## src/lpkv_ram.sv

```systemverilog
// ----------------------------------------------------------------------------
// lpkv_ram
// Generic simple dual-port RAM: one write port, one read port with the read
// data registered.
// ----------------------------------------------------------------------------
module lpkv_ram #(
	parameter int WIDTH = 8,
	parameter int DEPTH = 16
) (
	input  logic                     clk,
	input  logic                     wr_en,
	input  logic [$clog2(DEPTH)-1:0] wr_addr,
	input  logic [WIDTH-1:0]         wr_data,
	input  logic                     rd_en,
	input  logic [$clog2(DEPTH)-1:0] rd_addr,
	output logic [WIDTH-1:0]         rd_data
);

	logic [WIDTH-1:0] mem [DEPTH];

	// write port
	always_ff @(posedge clk) begin
		if (wr_en) begin
			mem[wr_addr] <= wr_data;
		end
	end

	// registered read port
	always_ff @(posedge clk) begin
		if (rd_en) begin
			rd_data <= mem[rd_addr];
		end
	end

endmodule

```

## config.mk

```make
export PLATFORM = sky130hd
export DESIGN_NAME = lpkv_ram
export DESIGN_NICKNAME = d
export VERILOG_FILES = /design/src/lpkv_ram.sv
export SDC_FILE = /design/constraint.sdc
export NUM_CORES = 1
export LEC_CHECK = 0
export BUFFER_PORTS_ARGS = -buffer_cell sky130_fd_sc_hd__buf_2
export CAP_MARGIN = 30
export CORE_MARGIN = 10
export CORE_UTILIZATION = 60
export DETAILED_ROUTE_END_ITERATION = 6
export GPL_TIMING_DRIVEN = 0
export PLACE_DENSITY_LB_ADDON = 0.15
export SKIP_LAST_GASP = 1
export SLEW_MARGIN = 20
export SYNTH_ARGS = -nofsm -noshare
export SYNTH_HDL_FRONTEND = slang
export SYNTH_SLANG_ARGS = --single-unit
export TNS_END_PERCENT = 30
```

## constraint.sdc

```tcl
create_clock -name clk -period 2.5 [get_ports clk]
set_clock_uncertainty 0.05 [all_clocks]
set_input_delay 0.375 -clock clk [delete_from_list [all_inputs] [get_ports clk]]
set_output_delay 0.375 -clock clk [all_outputs]
set_load 0.05 [all_outputs]
```

# After elaboration in Yosys (flattened, before gate mapping)
# Memories as Yosys holds them, arrays and structs flattened. A register that Yosys moved wholly into a read port is not among the register bits.
# Index checks and enable logic that the tools add are counted.
# W data, S select, Z words.
[word_totals] register_bits=0 ramBits=128 in_bits=19 elab_cells=3 n_memories=1
[classes] n_mux=2
[memory_table] name="mem" words=16 width=8 read_ports=1 rd_ports_with_merged_regs=1 wr=1 line="19" source="logic [WIDTH-1:0] mem [DEPTH];"
[ops] operator="$mux W1" n=2

# Depth between registers and ports, before layout
# Gate-level depths: netlist of run 1.
[logic_depth] word_depth=2 ltp_mapped=5

# Least setup slack after synthesis of run 1
# No wires, ideal clock.
[synth_timing] path_kind="in2reg" start="in wr_addr[2]" end="mem mem[0][0], enable pin" setup_time_ns=0.383 t_arrival_ns=1.485 required_ns=2.067 path_slack_ns=0.582 cell_stages=2 n_path_buf=0 path_cell_list="or3b_2 -> nor3_1"
[synth_rtl] element="start: declaration" line="12" source="input logic [$clog2(DEPTH)-1:0] wr_addr,"
[synth_rtl] element="end: declaration" line="19"
# No word-level cell before the write port.

==> summary.md, run 1 <==
| Metric | Value |
|---|---|
| Nature of the critical path endpoint | flip-flop |
| Largest net degree at the start of global routing | 17 |
| CP Max Fanout | 1 |
| Clock latency on the worst-skew pair | 0.51 ns |
| TNS Setup | 0 ns |
| Distinct cells, synth | 18 |
| Status | completed |
| Most frequent cells in the layout | edfxtp_1 (136), buf_2 (29), mux4_2 (18), a22oi_1 (16), clkbuf_16 (16) |
| Final worst-path cycle share | 63.83% |
| CP max stage cell | mux4_2 |
| WP buf/inv | 0 |
| Tightest Pin Transition | ~0.79 ns |
| CTS resizes | 0 |
| Peak VDD IR | about 0.58 mV |
| Clock Sinks | 136 |
| Worst path max stage delay | 0.51 ns |
| WP data required | 2.69 ns |
| Cells after synthesis | 229 |
| TritonCTS Buffers | 17 |
| Worst-path cell chain | mux4_2 > a22oi_1 > nand2_1 |
| Pre-antenna DRT Iters | 5 |
| Antenna viol nets, final | 0 |
| Post-layout net count | 293 |
| Die Y-Extent | 113.3 um |
| Hold-fix buffers at CTS | 0 |
| Starting density of the core | 62.68% |
| H-tree lvl count | 4 |
| Die area | 0.01285 sq mm |
| Gpl congestion | 0.7195 |
| Port Buf Inserts | 25 |
| DRC Markers | 0 |
| Die width | 113.3 um |
| Slew Limit Fails | 0 |
| Overflow after GRT | 0 |
| Layout fillers | 482 |
| Share of layout cells above drive strength 1 | 30.42% |
| CTS tree | done |
| Pleak | 0.002047 uW |
| Slew headroom | 47.19% |
| Fmax | 626.7 MHz |
| Endpoints failing hold | 0 |
| Post-DP HPWL | around 6300 um |
| Biggest area consumer among synthesized cells | edfxtp_1 |
| Max Cap Viol | 0 |
| Min Tclk post-route | 1.596 ns |
| I/O Pins | 27 |
| First-pass GRT wire length | 15390 um |
| Core Footprint | 0.008341 sq mm |
| Initial antenna violation count | 0 |
| Most common cell after layout, fill and taps aside | edfxtp_1 |
| Setup violators final | 0 |
| Ranking of synthesized cells by area | edfxtp_1 (78%), mux4_2 (7.8%), mux4_1 (7.0%), a22oi_1 (2.3%), nor2_1 (0.93%) |
| Post-synthesis register bit count | 136 |
| GRT Total Usage | 16.55% |
| HP Class | in -> reg |
| Post-DR wirelength/cell | roughly 26 um |
| Vias/cell | 6.243 |
| Final wirelength | roughly 10000 um |
| Setup Fix Bufs, Post-CTS | 0 |
| Synth warnings | 0 |
| Crit path DAT | about 1.8 ns |
| Crit path kind | reg -> reg |
| Syn Area/Cell | roughly 23 sq um |
| Ant diodes | 0 |
| CP top delay family | multiplexers |
| Register area share after synthesis | between 70% and 80% |
| Netlist Area Pre-Place | between 0.005 and 0.006 sq mm |
| CTS Buffer Depth | 2 |
| DR iter-0 viols | 208 |
| Setup crit start kind | flip-flop |
| Area grow syn2layout | 16.71% |
| Syn Nets | 248 |
| Reg clk slew, reported paths | 0.06 ns |
| Util after Layout | ~73% |
| Area share of the largest cell type after synthesis | 78.12% |
| Pwr Density | 876.7 mW/mm^2 |
| RSZ-0062 raised after global routing | false |
| Routed via count | 2441 |
| # rows | 33 |
| Vias in the first global route | 2572 |
| Root Driver | clkbuf_8 |
sequential cells by signal (all words and copies together) (netlist names):
register / flops
mem: 128
rd_data: 8
where the power goes:
| part | internal, uW | switching [uW] | total, uW |
|---|---|---|---|
| sequential | 2570 | 11.7 | 2580 |
| combinational | 99.5 | 181 | 280 |
| clock | 1600 | 885 | 2490 |
| total | 4270 | 1080 | 5350 |
cells by family (layout without fill, tap and decap cells):
group | Yosys count | in the layout | share of synthesized area (%)
AO/OA/AOI/OAI | 16 | 16 | 2.298
buffers and inverters | 10 | 67 | 1.651
flip-flops | 136 | 136 | 78.12
multiplexers | 32 | 32 | 14.79
AND/OR/NAND/NOR | 35 | 35 | 3.136
per-stage QoR:
stage | setup slack (ns) | total power [uW] | cells | hold WS, ns | cell area (sq um)
2_1_floorplan | 0.5821 | 2796 | 229 | 0.4239 | 5228
3_3_place_gp | 0.07387 | 2894 | 359 | 0.6743 | 5484
3_5_place_dp | 0.3883 | 2909 | 360 | 0.6905 | 5504
4_1_cts | 0.8839 | 5373 | 391 | 0.1528 | 6101
5_1_grt | 0.8742 | 5503 | 391 | 0.1488 | 6101
6_report | 0.9043 | 5349 | 391 | 0.1766 | 6101
final timing paths:
check	from	end	slack, ns	cells after the start
max reg2reg	mem[7][7]	rd_data[7]	0.90	3
max	mem[7][7]	rd_data[7]	0.90	3
min reg2reg	mem[11][3]	rd_data[3]	0.72	3
min	rd_en	rd_data[5]	0.18	1
layout make-up:
type / count / area [sq um] / area share (%)
well taps: 105 / 131.4 / 2.153
flip-flops and latches: 136 / 4084 / 66.94
plain buffers: 10 / 86.33 / 1.415
clock buffers: 17 / 414.1 / 6.788
clock inverters: 14 / 182.7 / 2.994
multi-input cells: 83 / 1072 / 17.58
repair buffers: 26 / 130.1 / 2.133
cells in the mapped netlist, drive strengths merged:
library cell	number
nand2	9
a22oi	16
nor2b	1
nand3b	2
nand2b	2
mux4	32
clkdlybuf4s25	3
and2	1
or3b	1
buf	7
nor3	4
and2b	1
nor2	13
nand3	1
edfxtp	136
per-layer routing:
| metal | share of wire (%) | vias to the layer above | wire [um] | GRT usage [%] |
|---|---|---|---|---|
| li1 | - | 1074 | - | - |
| met1 | 40 | 1241 | 4077 | 21.69 |
| met3 | 9.0 | 11 | 912 | 5.018 |
| met2 | 49 | 115 | 4947 | 25.84 |
| met4 | 1.7 | 0 | 168 | 5.668 |
| met5 | 0 | - | 0 | 0 |
(Power assumes the default switching activity.)
==> inputs of run 2 (changes only) <==
Clock period 2.5 ns to 1.6 ns, I/O delays scaled along.
==> run 2 against run 1 <==
Design area grew 0.14%; global-route usage shrank 0.21 points; final cell count shrank 0.26%; setup slack lost 0.84 ns; power grew 56%; sequential share of layout area shrank 0.096 points; sequential power grew 56%; non-clock buffer count shrank 1; critical path depth is the same; die area is the same; clock power grew 55%; sequential cell count is the same; critical path type unchanged.
==> summary.md, run 2 (same netlist as run 1, synthesis figures left out) <==
| Metric | Value |
|---|---|
| Setup Fix Bufs, Post-CTS | 0 (unchanged) |
| Most common cell after layout, fill and taps aside | edfxtp_1 |
| Fmax | 651.7 MHz (+4.0%) |
| Final worst-path cycle share | 95.90% (+32 points) |
| GRT Total Usage | 16.34% (-0.21 points) |
| Vias in the first global route | 2449 (-4.8%) |
| DR iter-0 viols | 202 (-2.9%) |
| Reg clk slew, reported paths | 0.06 ns (about the same) |
| Final Non-Filler Cells | 390 (-0.26%) |
| WP data required | 1.80 ns (-0.89 ns) |
| Area grow syn2layout | 16.87% |
| Nature of the critical path endpoint | flip-flop |
| Final wirelength | 9944 um (-1.6%) |
| Post-layout net count | 292 (-0.34%) |
| Endpoints failing hold | 0 (unchanged) |
| Number of cells on the critical path | 3 (unchanged) |
| Largest net degree at the start of global routing | 17 (unchanged) |
| Crit path DAT | 1.73 ns (-0.06 ns) |
| CTS tree | done |
| Clock Sinks | 136 (unchanged) |
| Clock latency on the worst-skew pair | 0.51 ns (about the same) |
| Initial antenna violation count | 0 (unchanged) |
| Antenna viol nets, final | 0 (unchanged) |
| Routed via count | 2431 (-0.41%) |
| Dpl cell area | 0.005504 sq mm (unchanged) |
| Worst-path cell chain | mux4_2 > a22oi_1 > nand2_1 |
| Die area | 0.01285 sq mm (unchanged) |
| # placed instances | 359 (-0.28%) |
| Setup violators final | 0 (unchanged) |
| Port Buf Inserts | 25 (unchanged) |
| # rows | 33 (unchanged) |
| H-tree lvl count | 4 (unchanged) |
| First-pass GRT wire length | 15180 um (-1.3%) |
| RSZ-0062 raised after global routing | false |
| CP Max Fanout | 1 (unchanged) |
| Max FFs per register | 128 (unchanged) |
| Pre-antenna DRT Iters | 4 (-1) |
| I/O Pins | 27 (unchanged) |
| Starting density of the core | 62.68% (unchanged) |
| R2R Path Start | mem[7][7] |
| Max Cap Viol | 0 (unchanged) |
| Post-DP HPWL | 6109 um (-3.0%) |
| Min Tclk post-route | 1.534 ns (-0.06123 ns) |
| Die Y-Extent | 113.3 um (unchanged) |
| Most frequent cells in the layout | edfxtp_1 (136), buf_2 (28), mux4_2 (18), clkbuf_16 (16) |
| WP buf/inv | 0 (unchanged) |
| Tot Pwr | 8344 uW (+56%) |
| CP max stage cell | mux4_2 |
| Largest register by flop count | mem |
| Final instance area | 0.006110 sq mm (+0.14%) |
| CTS Buffer Depth | 2 (unchanged) |
| Slew Limit Fails | 0 (unchanged) |
| Gpl congestion | 0.7223 (+0.39%) |
| Core Footprint | 0.008341 sq mm (unchanged) |
| Share of layout cells above drive strength 1 | 31.23% (+0.81 points) |
| Vias/cell | 6.233 (-0.15%) |
| Overflow after GRT | 0 (unchanged) |
| Peak VDD IR | 1.232 mV (+110%) |
| Setup crit start kind | flip-flop |
| TritonCTS Buffers | 17 (unchanged) |
| Pleak | 0.002052 uW (+0.23%) |
| HP Class | in -> reg |
| Cell count of the worst hold path | 1 (unchanged) |
| Die width | 113.3 um (unchanged) |
| Pwr Density | 1366 mW/mm^2 (+56%) |
| DRC Markers | 0 (unchanged) |
| Root Driver | clkbuf_8 |
| Crit path kind | reg -> reg |
| Status | completed |
| Ant diodes | 0 (unchanged) |
| Critical path launch point | mem[7][7] |
| Tightest Pin Transition | 0.8564 ns (+0.06716 ns) |
| FF-to-FF path depth | 3 (unchanged) |
| Hold-fix buffers at CTS | 0 (unchanged) |
| TNS Setup | 0 ns (unchanged) |
| Slew headroom | 42.69% (-4.5 points) |
| Post-DR wirelength/cell | 25.50 um (-1.3%) |
| CP top delay family | multiplexers |
| Worst path max stage delay | 0.50 ns (about the same) |
| Largest regs | mem: 128 flops, rd_data: 8 flops |
| HP Start | rd_en |
==> run 2: per-stage QoR <==
| step | hold WS, ns | util (%) | setup WS (ns) |
|---|---|---|---|
| global route | 0.01417 | 73.25 | 0.004589 |
| CTS | 0.002099 | 73.19 | -0.003986 |
| global placement | 0.5317 | 65.81 | -0.4614 |
| detailed placement | 0.5404 | 65.99 | -0.3731 |
| finish | 0.02182 | 73.25 | 0.06553 |
| floorplan | 0.2889 | - | 0.02759 |
==> run 2: path summary, 6_finish.rpt <==
kind	endpoint	slack (ns)
max reg2reg	rd_data[7]	0.07
min	rd_data[3]	0.02
min reg2reg	rd_data[4]	0.72
max	rd_data[7]	0.07
==> run 2: final cells by class <==
type / count / area, sq um
clock inverters: 13 / 177.7
fillers: 456 / 2231
clock buffers: 18 / 417.9
multi-input cells: 83 / 1087
flip-flops and latches: 136 / 4084
repair buffers: 25 / 125.1
well taps: 105 / 131.4
plain buffers: 10 / 86.33
==> run 2: what timing repair did <==
action / 4_1_cts / 5_1_grt
endpoints found under the hold margin: 0 / 0
resized for setup: 1 / 1
setup endpoints to repair: 2 / 1
==> run 2: worst register-to-register path, cell delays in order, from the launching register on <==
cell	delay, ns
edfxtp_1	0.37
mux4_2	0.50
a22oi_1	0.25
nand2_1	0.10
==> run 2: routing by layer <==
| layer | GRT usage (%) | vias up | part of all wire [%] |
|---|---|---|---|
| li1 | - | 1068 | - |
| met1 | 22.38 | 1243 | 41 |
| met2 | 24.69 | 105 | 48 |
| met3 | 4.015 | 15 | 9.3 |
| met4 | 6.599 | 0 | 1.6 |
| met5 | 0 | - | 0 |
==> run 2: report_power, final <==
part	switching (uW)	leakage, uW	total (uW)	internal, uW
clock network	1360	0.000293	3870	2510
registers	18.3	0.00124	4030	4020
logic	284	0.000523	440	157
